`config.mk`:
```
export PLATFORM = sky130hd
export DESIGN_NAME = waypoint_flight_sequencer_unit_flat
export DESIGN_NICKNAME = d
export VERILOG_FILES = /design/src/hdl/wfs_pkg.sv /design/src/hdl/wfs_in_if.sv /design/src/hdl/wfs_out_if.sv /design/src/hdl/wfs_ctrl.sv /design/src/hdl/wfs_datapath.sv /design/src/hdl/waypoint_flight_sequencer_unit.sv /design/src/flat_wrapper.sv
export VERILOG_INCLUDE_DIRS = /design/src /design/src/hdl
export SDC_FILE = /design/constraint.sdc
export NUM_CORES = 2
export LEC_CHECK = 0
export BUFFER_PORTS_ARGS = -buffer_cell sky130_fd_sc_hd__buf_2
export CAP_MARGIN = 20
export CELL_PAD_IN_SITES_DETAIL_PLACEMENT = 1
export CELL_PAD_IN_SITES_GLOBAL_PLACEMENT = 2
export CORE_MARGIN = 4
export CORE_UTILIZATION = 31
export DETAILED_ROUTE_END_ITERATION = 8
export GPL_TIMING_DRIVEN = 1
export PLACE_DENSITY = 0.63
export REMOVE_ABC_BUFFERS = 1
export SYNTH_ARGS = -nofsm -noshare
export SYNTH_HDL_FRONTEND = slang
export SYNTH_SLANG_ARGS = --single-unit
```
`constraint.sdc`:
```
create_clock -name clk -period 16.5 [get_ports clk]
set_input_delay 1.65 -clock clk [delete_from_list [all_inputs] [get_ports clk]]
set_output_delay 1.65 -clock clk [all_outputs]
set_load 0.005 [all_outputs]
```
`src/hdl/waypoint_flight_sequencer_unit_assert.svh`:
```
// Assertion macros used by the sequencer control module.
`ifndef WAYPOINT_FLIGHT_SEQUENCER_UNIT_ASSERT_SVH
`define WAYPOINT_FLIGHT_SEQUENCER_UNIT_ASSERT_SVH

// The consequence must hold in the same cycle as the antecedent.
`define WFS_ASSERT_IMP(label, clk, rst, ante, cons) \
  label: assert property (@(posedge clk) disable iff (rst) (ante) |-> (cons)) \
    else $error("sequencer assertion failed");

// The consequence must hold in the cycle after the antecedent.
`define WFS_ASSERT_NEXT(label, clk, rst, ante, cons) \
  label: assert property (@(posedge clk) disable iff (rst) (ante) |=> (cons)) \
    else $error("sequencer assertion failed");

`endif

```
`src/hdl/wfs_pkg.sv`:
```
package wfs_pkg;

  typedef enum logic [2:0] {
    M_IDLE   = 3'd0,
    M_LAUNCH = 3'd1,
    M_HOVER  = 3'd2,
    M_TURN   = 3'd3,
    M_CRUISE = 3'd4,
    M_BRAKE  = 3'd5
  } mode_t;

  typedef enum logic [2:0] {
    S_IDLE,
    S_MUL1,
    S_MUL2,
    S_ITER,
    S_FIN
  } ctrl_state_t;

  localparam logic [2:0] REG_GOAL_X      = 3'd0;
  localparam logic [2:0] REG_GOAL_Y      = 3'd1;
  localparam logic [2:0] REG_TOLERANCE   = 3'd2;
  localparam logic [2:0] REG_CRUISE_H    = 3'd3;
  localparam logic [2:0] REG_LAUNCH_H    = 3'd4;
  localparam logic [2:0] REG_AIRBORNE_H  = 3'd5;
  localparam logic [2:0] REG_TICK_LIMIT  = 3'd6;

  localparam int ANGLE_ITERATIONS_DEF = 16;
  localparam int SQRT_STEPS = 25;
  localparam int STEP_W = 5;

  localparam int PI_Q12      = 12868;
  localparam int TWO_PI_Q12  = 25736;
  localparam int WINDOW_Q12  = 410;
  localparam int PI_Q16      = 205887;
  localparam int HALF_PI_Q16 = 102944;
  localparam int STOP_VEL    = 41;

  typedef struct packed {
    logic              load;
    logic              mul1;
    logic              mul2;
    logic              step;
    logic              commit;
    logic [STEP_W-1:0] step_idx;
  } wfs_cmd_t;

  // Arctangent of 2^-i in Q16 radians, rounded to nearest.
  function automatic logic [15:0] atan_q16(input logic [STEP_W-1:0] i);
    logic [15:0] v;
    case (i)
      5'd0:  v = 16'd51472;
      5'd1:  v = 16'd30386;
      5'd2:  v = 16'd16055;
      5'd3:  v = 16'd8150;
      5'd4:  v = 16'd4091;
      5'd5:  v = 16'd2047;
      5'd6:  v = 16'd1024;
      5'd7:  v = 16'd512;
      5'd8:  v = 16'd256;
      5'd9:  v = 16'd128;
      5'd10: v = 16'd64;
      5'd11: v = 16'd32;
      5'd12: v = 16'd16;
      5'd13: v = 16'd8;
      5'd14: v = 16'd4;
      5'd15: v = 16'd2;
      5'd16: v = 16'd1;
      default: v = 16'd0;
    endcase
    return v;
  endfunction

endpackage

```
`src/hdl/wfs_in_if.sv`:
```
interface wfs_in_if;
  logic        valid;
  logic        ready;
  logic        func;
  logic [23:0] pos_x;
  logic [23:0] pos_y;
  logic [23:0] pos_z;
  logic [14:0] heading;
  logic [23:0] vel_x;
  logic [23:0] vel_y;

  modport source (output valid, func, pos_x, pos_y, pos_z, heading, vel_x, vel_y,
                  input ready);
  modport sink (input valid, func, pos_x, pos_y, pos_z, heading, vel_x, vel_y,
                output ready);
endinterface

```
`src/hdl/wfs_out_if.sv`:
```
interface wfs_out_if;
  logic        valid;
  logic        ready;
  logic [1:0]  turn_dir;
  logic [1:0]  climb_dir;
  logic        forward_cmd;
  logic [2:0]  mode;
  logic        busy_res;
  logic [23:0] goal_distance;

  modport source (output valid, turn_dir, climb_dir, forward_cmd, mode, busy_res,
                  goal_distance, input ready);
  modport sink (input valid, turn_dir, climb_dir, forward_cmd, mode, busy_res,
                goal_distance, output ready);
endinterface

```
`src/hdl/wfs_ctrl.sv`:
```
module wfs_ctrl (
  input  logic             clk,
  input  logic             rst,
  input  logic             in_valid,
  output logic             in_ready,
  output logic             out_valid,
  input  logic             out_ready,
  output wfs_pkg::wfs_cmd_t cmd
);
  import wfs_pkg::*;

  localparam logic [STEP_W-1:0] LAST_STEP = STEP_W'(SQRT_STEPS - 1);

  ctrl_state_t       state, state_next;
  logic [STEP_W-1:0] cnt, cnt_next;
  logic              out_valid_next;

  always_ff @(posedge clk) begin
    if (rst) begin
      state     <= S_IDLE;
      cnt       <= '0;
      out_valid <= 1'b0;
    end else begin
      state     <= state_next;
      cnt       <= cnt_next;
      out_valid <= out_valid_next;
    end
  end

  always_comb begin
    state_next = state;
    cnt_next   = cnt;
    cmd        = '0;
    in_ready   = 1'b0;
    case (state)
      S_IDLE: begin
        in_ready = 1'b1;
        if (in_valid) begin
          cmd.load   = 1'b1;
          state_next = S_MUL1;
        end
      end
      S_MUL1: begin
        cmd.mul1   = 1'b1;
        state_next = S_MUL2;
      end
      S_MUL2: begin
        cmd.mul2   = 1'b1;
        cnt_next   = '0;
        state_next = S_ITER;
      end
      S_ITER: begin
        cmd.step     = 1'b1;
        cmd.step_idx = cnt;
        if (cnt == LAST_STEP) begin
          state_next = S_FIN;
        end else begin
          cnt_next = cnt + 1'b1;
        end
      end
      S_FIN: begin
        // The result register must be free, or be emptied in this cycle.
        if (!out_valid || out_ready) begin
          cmd.commit = 1'b1;
          state_next = S_IDLE;
        end
      end
      default: state_next = S_IDLE;
    endcase
    out_valid_next = cmd.commit ? 1'b1 : (out_ready ? 1'b0 : out_valid);
  end

`include "waypoint_flight_sequencer_unit_assert.svh"

  `WFS_ASSERT_NEXT(a_iter_ends, clk, rst, (state == S_ITER && cnt == LAST_STEP), (state == S_FIN))
  `WFS_ASSERT_NEXT(a_commit_valid, clk, rst, cmd.commit, out_valid)
  `WFS_ASSERT_IMP(a_no_overwrite, clk, rst, (out_valid && !out_ready), !cmd.commit)

endmodule

```
`src/hdl/wfs_datapath.sv`:
```
module wfs_datapath #(
  parameter int ANGLE_ITERATIONS = wfs_pkg::ANGLE_ITERATIONS_DEF
) (
  input  logic              clk,
  input  logic              rst,
  input  wfs_pkg::wfs_cmd_t cmd,
  input  logic              wr_en,
  input  logic [2:0]        wr_index,
  input  logic [23:0]       wr_data,
  input  logic              func,
  input  logic [23:0]       pos_x,
  input  logic [23:0]       pos_y,
  input  logic [23:0]       pos_z,
  input  logic [14:0]       heading,
  input  logic [23:0]       vel_x,
  input  logic [23:0]       vel_y,
  output logic [1:0]        turn_dir,
  output logic [1:0]        climb_dir,
  output logic              forward_cmd,
  output logic [2:0]        mode,
  output logic              busy_res,
  output logic [23:0]       goal_distance
);
  import wfs_pkg::*;

  // Configuration registers.
  logic signed [23:0] goal_x, goal_y;
  logic [23:0]        tol;
  logic [7:0]         cruise_h, launch_h, air_h, tick_lim;

  // Captured item.
  logic               func_q;
  logic signed [23:0] pz, vx, vy;
  logic signed [14:0] hd;
  logic signed [24:0] dx, dy;

  // Square root and vectoring state.
  logic [49:0]        sq, nrad;
  logic [26:0]        rem;
  logic [24:0]        root;
  logic signed [27:0] cx, cy;
  logic signed [19:0] cz;
  logic               crun;

  // Mission state.
  mode_t      fmode, fmode_next;
  logic [7:0] ticks, ticks_next;
  logic       fwd, fwd_next;
  logic signed [1:0] turn_next, climb_next;

  always_ff @(posedge clk) begin
    if (rst) begin
      goal_x   <= '0;
      goal_y   <= '0;
      tol      <= 24'd2048;
      cruise_h <= 8'd10;
      launch_h <= 8'd20;
      air_h    <= 8'd2;
      tick_lim <= 8'd50;
    end else if (wr_en) begin
      case (wr_index)
        REG_GOAL_X:     goal_x   <= wr_data;
        REG_GOAL_Y:     goal_y   <= wr_data;
        REG_TOLERANCE:  tol      <= wr_data;
        REG_CRUISE_H:   cruise_h <= wr_data[7:0];
        REG_LAUNCH_H:   launch_h <= wr_data[7:0];
        REG_AIRBORNE_H: air_h    <= wr_data[7:0];
        REG_TICK_LIMIT: tick_lim <= wr_data[7:0];
        default: ;
      endcase
    end
  end

  logic [28:0] rem_sh, trial;
  logic signed [27:0] xs, ys;
  logic signed [19:0] atan_v;
  logic signed [24:0] mop;
  logic signed [49:0] prod;

  always_comb begin
    rem_sh = {rem, nrad[49:48]};
    trial  = {2'b00, root, 2'b01};
    xs     = cx >>> cmd.step_idx;
    ys     = cy >>> cmd.step_idx;
    atan_v = $signed({4'b0000, atan_q16(cmd.step_idx)});
    // One multiplier squares dx in the S_MUL1 step and dy in the S_MUL2 step.
    mop    = cmd.mul2 ? dy : dx;
    prod   = mop * mop;
  end

  always_ff @(posedge clk) begin
    if (cmd.load) begin
      func_q <= func;
      pz     <= pos_z;
      hd     <= heading;
      vx     <= vel_x;
      vy     <= vel_y;
      dx     <= 25'(goal_x) - 25'($signed(pos_x));
      dy     <= 25'(goal_y) - 25'($signed(pos_y));
    end
    if (cmd.mul1) begin
      sq   <= $unsigned(prod);
      crun <= (dy != '0) && (dx != '0);
      if (dx < 0 && dy != '0) begin
        // Rotate into the right half plane by a quarter turn first.
        if (dy > 0) begin
          cz <= 20'(HALF_PI_Q16);
          cx <= 28'(dy);
          cy <= -28'(dx);
        end else begin
          cz <= -20'(HALF_PI_Q16);
          cx <= -28'(dy);
          cy <= 28'(dx);
        end
      end else begin
        cx <= 28'(dx);
        cy <= 28'(dy);
        if (dy == '0) begin
          cz <= (dx >= 0) ? 20'sd0 : 20'(PI_Q16);
        end else if (dx == '0) begin
          cz <= (dy > 0) ? 20'(HALF_PI_Q16) : -20'(HALF_PI_Q16);
        end else begin
          cz <= '0;
        end
      end
    end
    if (cmd.mul2) begin
      nrad <= sq + $unsigned(prod);
      rem  <= '0;
      root <= '0;
    end
    if (cmd.step) begin
      nrad <= {nrad[47:0], 2'b00};
      if (rem_sh >= trial) begin
        rem  <= 27'(rem_sh - trial);
        root <= {root[23:0], 1'b1};
      end else begin
        rem  <= rem_sh[26:0];
        root <= {root[23:0], 1'b0};
      end
      if (crun && cmd.step_idx < STEP_W'(ANGLE_ITERATIONS)) begin
        if (cy > 0) begin
          cx <= cx + ys;
          cy <= cy - xs;
          cz <= cz + atan_v;
        end else begin
          cx <= cx - ys;
          cy <= cy + xs;
          cz <= cz - atan_v;
        end
      end
    end
  end

  function automatic logic signed [1:0] height_dir(input logic signed [23:0] z,
                                                   input logic [7:0] h);
    logic signed [9:0]  lo, hi;
    logic signed [24:0] zl, zh;
    lo = $signed({2'b00, h}) - 10'sd2;
    hi = $signed({2'b00, h}) + 10'sd2;
    zl = 25'(lo) <<< 12;
    zh = 25'(hi) <<< 12;
    if (25'(z) < zl) return 2'sd1;
    if (25'(z) > zh) return -2'sd1;
    return 2'sd0;
  endfunction

  logic signed [19:0] a20;
  logic signed [15:0] ang;
  logic signed [17:0] steer;
  logic signed [1:0]  tdir;
  logic [28:0]        d10, t11;
  logic signed [24:0] air_z;

  always_comb begin
    a20   = (cz + 20'sd8) >>> 4;
    ang   = a20[15:0];
    steer = 18'(ang) - 18'(hd);
    if (steer >= 18'(PI_Q12)) begin
      steer = steer - 18'(TWO_PI_Q12);
    end else if (steer <= -18'(PI_Q12)) begin
      steer = steer + 18'(TWO_PI_Q12);
    end
    tdir  = (steer > 0) ? 2'sd1 : ((steer < 0) ? -2'sd1 : 2'sd0);
    d10   = {1'b0, root, 3'b000} + {3'b000, root, 1'b0};
    t11   = {2'b00, tol, 3'b000} + {4'b0000, tol, 1'b0} + {5'b00000, tol};
    air_z = $signed({1'b0, air_h, 16'h0000}) >>> 4;

    fmode_next = fmode;
    ticks_next = ticks;
    fwd_next   = fwd;
    turn_next  = 2'sd0;
    climb_next = 2'sd0;
    if (func_q) begin
      if (fmode == M_IDLE) begin
        fmode_next = M_LAUNCH;
        ticks_next = '0;
        fwd_next   = 1'b0;
      end
    end else begin
      case (fmode)
        M_IDLE: ;
        M_LAUNCH: begin
          climb_next = height_dir(pz, launch_h);
          fwd_next   = 1'b0;
          if (ticks != 8'hFF) ticks_next = ticks + 1'b1;
          if (25'(pz) > air_z || ticks_next >= tick_lim) fmode_next = M_HOVER;
        end
        M_HOVER: begin
          climb_next = height_dir(pz, cruise_h);
          fwd_next   = 1'b0;
          if ({4'b0000, root} > {5'b00000, tol}) begin
            fmode_next = M_TURN;
            turn_next  = tdir;
          end else begin
            fmode_next = M_IDLE;
            climb_next = 2'sd0;
          end
        end
        M_TURN: begin
          climb_next = height_dir(pz, cruise_h);
          fwd_next   = 1'b0;
          if (17'(hd) < 17'(ang) + 17'(WINDOW_Q12) &&
              17'(hd) > 17'(ang) - 17'(WINDOW_Q12)) begin
            fmode_next = M_CRUISE;
          end else begin
            turn_next = tdir;
          end
        end
        M_CRUISE: begin
          climb_next = height_dir(pz, cruise_h);
          turn_next  = tdir;
          if (d10 <= t11) begin
            fmode_next = M_BRAKE;
            fwd_next   = 1'b0;
          end else begin
            fwd_next = 1'b1;
          end
        end
        M_BRAKE: begin
          climb_next = height_dir(pz, cruise_h);
          fwd_next   = 1'b0;
          if (vx < 24'(STOP_VEL) && vy < 24'(STOP_VEL)) begin
            fmode_next = M_IDLE;
            climb_next = 2'sd0;
          end
        end
        default: begin
          fmode_next = M_IDLE;
          fwd_next   = 1'b0;
        end
      endcase
    end
    if (fmode_next == M_IDLE) fwd_next = 1'b0;
  end

  always_ff @(posedge clk) begin
    if (rst) begin
      fmode <= M_IDLE;
      ticks <= '0;
      fwd   <= 1'b0;
    end else if (cmd.commit) begin
      fmode <= fmode_next;
      ticks <= ticks_next;
      fwd   <= fwd_next;
    end
  end

  always_ff @(posedge clk) begin
    if (cmd.commit) begin
      turn_dir      <= turn_next;
      climb_dir     <= climb_next;
      forward_cmd   <= fwd_next;
      mode          <= fmode_next;
      busy_res      <= (fmode_next != M_IDLE);
      goal_distance <= root[24] ? 24'hFFFFFF : root[23:0];
    end
  end

endmodule

```
`src/hdl/waypoint_flight_sequencer_unit.sv`:
```
// Waypoint flight sequencer.
// Configuration is written through wr_en / wr_index / wr_data, one register per
// cycle; the user must write it only while no item is in flight, as the block
// does not enforce this. Items arrive on in_ch: a start word begins a mission
// from idle, an odometry word steps the mission state machine. Every input word
// yields exactly one result word on out_ch with the turn, climb and forward
// commands, the flight mode and the saturated planar distance to the goal.
// The word is loaded at the accepting edge, S_MUL1 and S_MUL2 form the squares,
// 25 square root steps follow (one result bit each, with the CORDIC bearing
// running alongside) and S_FIN commits the result. The block works on one item
// at a time; in_ch.ready is high while the sequencer is idle.
// The result register frees the input side: the next item is accepted while a
// result waits, and only its commit stalls until out_ch takes the old word.
// Reset clears the mission to idle and loads the default configuration.
module waypoint_flight_sequencer_unit #(
  parameter int ANGLE_ITERATIONS = wfs_pkg::ANGLE_ITERATIONS_DEF
) (
  input  logic        clk,
  input  logic        rst,
  input  logic        wr_en,
  input  logic [2:0]  wr_index,
  input  logic [23:0] wr_data,
  wfs_in_if.sink      in_ch,
  wfs_out_if.source   out_ch
);
  import wfs_pkg::*;

  wfs_cmd_t cmd;

  wfs_ctrl u_ctrl (
    .clk       (clk),
    .rst       (rst),
    .in_valid  (in_ch.valid),
    .in_ready  (in_ch.ready),
    .out_valid (out_ch.valid),
    .out_ready (out_ch.ready),
    .cmd       (cmd)
  );

  wfs_datapath #(
    .ANGLE_ITERATIONS (ANGLE_ITERATIONS)
  ) u_datapath (
    .clk           (clk),
    .rst           (rst),
    .cmd           (cmd),
    .wr_en         (wr_en),
    .wr_index      (wr_index),
    .wr_data       (wr_data),
    .func          (in_ch.func),
    .pos_x         (in_ch.pos_x),
    .pos_y         (in_ch.pos_y),
    .pos_z         (in_ch.pos_z),
    .heading       (in_ch.heading),
    .vel_x         (in_ch.vel_x),
    .vel_y         (in_ch.vel_y),
    .turn_dir      (out_ch.turn_dir),
    .climb_dir     (out_ch.climb_dir),
    .forward_cmd   (out_ch.forward_cmd),
    .mode          (out_ch.mode),
    .busy_res      (out_ch.busy_res),
    .goal_distance (out_ch.goal_distance)
  );

endmodule

```
`src/flat_wrapper.sv`:
```
// flat-port wrapper written by rule: the top's interface ports become plain ports
module waypoint_flight_sequencer_unit_flat import wfs_pkg::*;
#(
  parameter int ANGLE_ITERATIONS = wfs_pkg::ANGLE_ITERATIONS_DEF
)
  (clk, rst, wr_en, wr_index, wr_data, in_ch_valid, in_ch_func, in_ch_pos_x, in_ch_pos_y, in_ch_pos_z, in_ch_heading, in_ch_vel_x, in_ch_vel_y, in_ch_ready, out_ch_valid, out_ch_turn_dir, out_ch_climb_dir, out_ch_forward_cmd, out_ch_mode, out_ch_busy_res, out_ch_goal_distance, out_ch_ready);
  wfs_in_if in_ch_i ();
  wfs_out_if out_ch_i ();
  input  logic clk;
  input  logic rst;
  input  logic wr_en;
  input  logic [2:0] wr_index;
  input  logic [23:0] wr_data;
  input wire logic [$bits(in_ch_i.valid)-1:0] in_ch_valid;
  input wire logic [$bits(in_ch_i.func)-1:0] in_ch_func;
  input wire logic [$bits(in_ch_i.pos_x)-1:0] in_ch_pos_x;
  input wire logic [$bits(in_ch_i.pos_y)-1:0] in_ch_pos_y;
  input wire logic [$bits(in_ch_i.pos_z)-1:0] in_ch_pos_z;
  input wire logic [$bits(in_ch_i.heading)-1:0] in_ch_heading;
  input wire logic [$bits(in_ch_i.vel_x)-1:0] in_ch_vel_x;
  input wire logic [$bits(in_ch_i.vel_y)-1:0] in_ch_vel_y;
  output wire logic [$bits(in_ch_i.ready)-1:0] in_ch_ready;
  output wire logic [$bits(out_ch_i.valid)-1:0] out_ch_valid;
  output wire logic [$bits(out_ch_i.turn_dir)-1:0] out_ch_turn_dir;
  output wire logic [$bits(out_ch_i.climb_dir)-1:0] out_ch_climb_dir;
  output wire logic [$bits(out_ch_i.forward_cmd)-1:0] out_ch_forward_cmd;
  output wire logic [$bits(out_ch_i.mode)-1:0] out_ch_mode;
  output wire logic [$bits(out_ch_i.busy_res)-1:0] out_ch_busy_res;
  output wire logic [$bits(out_ch_i.goal_distance)-1:0] out_ch_goal_distance;
  input wire logic [$bits(out_ch_i.ready)-1:0] out_ch_ready;
  assign in_ch_i.valid = in_ch_valid;
  assign in_ch_i.func = in_ch_func;
  assign in_ch_i.pos_x = in_ch_pos_x;
  assign in_ch_i.pos_y = in_ch_pos_y;
  assign in_ch_i.pos_z = in_ch_pos_z;
  assign in_ch_i.heading = in_ch_heading;
  assign in_ch_i.vel_x = in_ch_vel_x;
  assign in_ch_i.vel_y = in_ch_vel_y;
  assign in_ch_ready = in_ch_i.ready;
  assign out_ch_valid = out_ch_i.valid;
  assign out_ch_turn_dir = out_ch_i.turn_dir;
  assign out_ch_climb_dir = out_ch_i.climb_dir;
  assign out_ch_forward_cmd = out_ch_i.forward_cmd;
  assign out_ch_mode = out_ch_i.mode;
  assign out_ch_busy_res = out_ch_i.busy_res;
  assign out_ch_goal_distance = out_ch_i.goal_distance;
  assign out_ch_i.ready = out_ch_ready;
  waypoint_flight_sequencer_unit #(.ANGLE_ITERATIONS(ANGLE_ITERATIONS)) u_core (.clk(clk), .rst(rst), .wr_en(wr_en), .wr_index(wr_index), .wr_data(wr_data), .in_ch(in_ch_i), .out_ch(out_ch_i));
endmodule
```
==> reports/metrics.yaml <==
seq_area_mm2: 0.0137
crit_path_end_kind: "flop"
postCtsSetupBuffers: 0
viasPerCell: 5.19
dp.cells: 9785
synth.most_common_cell: "inv_1"
async_reset_ff_frac: 0
num_rows: 165
timing.final.crit_share: 0.852
synth_top_area_frac: 0.202
drtPass1Iterations: 7
crit_type: "reg -> reg"
route.vias.total: 51500
grt-ovfl-total: 0
rsz0062_at_grt: "false"
start_util: 0.312
cts-root-buf: "clkbuf_16"
grt_util_met2: 0.347
final.setup.tns_ns: 0
drv_cap: 0
grt_max_degree: 96
synth_top_flop_cell: "edfxtp_1"
finalSetupViolations: 0
relSlewSlack: 0.204
grt_pass1_vias: 55100
netlist_instances: 7078
drc: 0
max_freq_mhz: 71.1
wl_per_cell_um: 22.6
finalHoldViolations: 0
syn_area_mm2: 0.0632
synth.avg_cell_area_um2: 8.93
area_growth_pct: 9.91
clock_latency_ns: 0.69
port_buffers: 202
gp_congestion: 0.890
dieHeight_um: 460
multi_input_area_mm2: 0.0446
ys_ff_latch: 524
drt_wl_total_um: 224000
start_kind: "flop"
synthTopCellsByArea: "fa_1, edfxtp_1, ha_1"
met3_usage: 0.0261
slowest_stage: "a21o_1"
htreeDepth: 3
netlist_top_cells_count: "inv_1, nand2_1, fa_1, nor2_1, ha_1"
ioPinCount: 203
finClkSkew_ns: 0.0457
finalCriticalPeriod_ns: 14.06
clk_pin_slew_ns: 0.06
antenna_found_initial: 17
top_usage_layer: "met2"
drt_iter0_drc: 3094
cp_max_fo: 52
die_w_um: 460
fin_nets: 8562
worst_ep_required_time_ns: 16.92
fp.dieArea_mm2: 0.211
yosysSeqAreaShare: 0.217
synth_top_area_cell: "fa_1"
hold_path_class: "reg -> reg"
fillCellCount: 23400
use_met1: 0.293
clk_path_buf_depth: 3
tightest_slew_ns: 1.19
clock-sinks: 524
coreArea_mm2: 0.203
slew_violations: 0
ant_nets: 0
dpl.hpwl_um: 180000
grt_usage: 0.211
post_cts_resized: 0
cp.arrival_ns: 14.48
drive_gt1_frac: 0.0708
cts_tree: "done"
grt_first_pass_wirelength_um: 343000
synth.distinct_cells: 111
synth_edf_count: 321
critical-path-max-stage-delay_ns: 0.87
cts_buffers: 70
fin_cells: 9922
synth_warnings: 0
hold_buffers: 0
status: "finished clean"
-- final cells by class --
| type | count | area share |
|---|---|---|
| multi-input combinational | 5306 | 0.642 |
| sequential | 524 | 0.197 |
| inverter | 997 | 0.0540 |
| tap | 2672 | 0.0481 |
| clock buffer | 96 | 0.0284 |
| timing repair buffer | 288 | 0.0245 |
| clock inverter | 33 | 0.00520 |
| antenna | 6 | 0.000216 |
-- path summary, 6_finish.rpt --
kind	endpoint	slack, ns	cells after the start	from
setup / recovery	u_core.u_datapath.nrad[48]	2.44	43	u_core.u_ctrl.state[2]
hold / removal	u_core.u_datapath.tick_lim[6]	0.46	2	u_core.u_datapath.tick_lim[6]
setup reg to reg	u_core.u_datapath.nrad[48]	2.44	43	u_core.u_ctrl.state[2]
hold reg to reg	u_core.u_datapath.tick_lim[6]	0.46	2	u_core.u_datapath.tick_lim[6]
-- worst max-delay path: cells and delay by family, from the launching register on --
family,cells,cell delay [ns]
xor+xnor,2,0.30
fa+ha+maj,9,4.00
simple gates,7,2.75
compound gates,16,4.20
buf+inv,9,1.83
flops,1,0.61
-- cells in the final DEF (no fill, tap or decap), types with 17 or more instances in the layout --
master	instances
nand3_1	121
and3_1	48
clkbuf_16	73
a21oi_1	531
a21o_1	126
nand4_1	38
fa_1	637
mux4_2	30
a211o_1	18
o21ai_0	237
nor2_1	609
and2_1	23
a31oi_1	56
nor2b_1	72
xor2_1	178
inv_1	986
dfxtp_1	202
a211oi_1	135
buf_4	84
nand2b_1	58
nor3_1	116
nor4_1	43
nand3b_1	17
buf_2	201
o21bai_1	37
a22oi_1	28
mux2i_1	90
o211ai_1	31
mux2_2	18
nand2_1	740
ha_1	570
clkbuf_1	17
o31ai_1	30
xnor2_1	273
o21a_1	64
edfxtp_1	321
or3_1	29
-- per-layer routing --
metal | vias to the layer above | share of wire
met2 | 887 | 0.46
met5 | - | 0.000094
li1 | 24300 | -
met4 | 4 | 0.031
met3 | 268 | 0.037
met1 | 26000 | 0.47
-- per-stage QoR --
step	instance area [um2]	utilization	worst slack [ns]	hold slack, ns
finish	69500	0.343	2.44	0.455
detailed placement	67100	0.331	2.51	0.450
floorplan	62000	-	2.29	0.425
CTS	69400	0.343	2.51	0.458
global placement	67100	0.331	3.06	0.443
global route	69500	0.343	1.53	0.474
-- registers in the layout, summed over array words and instances (netlist names), 25 cells and up --
signal,count
u_core.u_datapath.cx,28
u_core.u_datapath.cy,28
u_core.u_datapath.root,25
u_core.u_datapath.sq,49
u_core.u_datapath.dy,25
u_core.u_datapath.rem,27
u_core.u_datapath.nrad,50
u_core.u_datapath.dx,25
-- logic make-up after synthesis --
logic type | share of synthesized area
AOI/OAI and AO/OA | 0.150
xor gates and xnor gates | 0.0625
adders and majority gates | 0.315
buffers and inverters | 0.0781
DFF | 0.217
muxes | 0.0353
and+or+nand+nor | 0.143
Power is left out: the tool's default activity adds up to more than one toggle a clock period on the data nets, which glitch-free logic cannot reach.
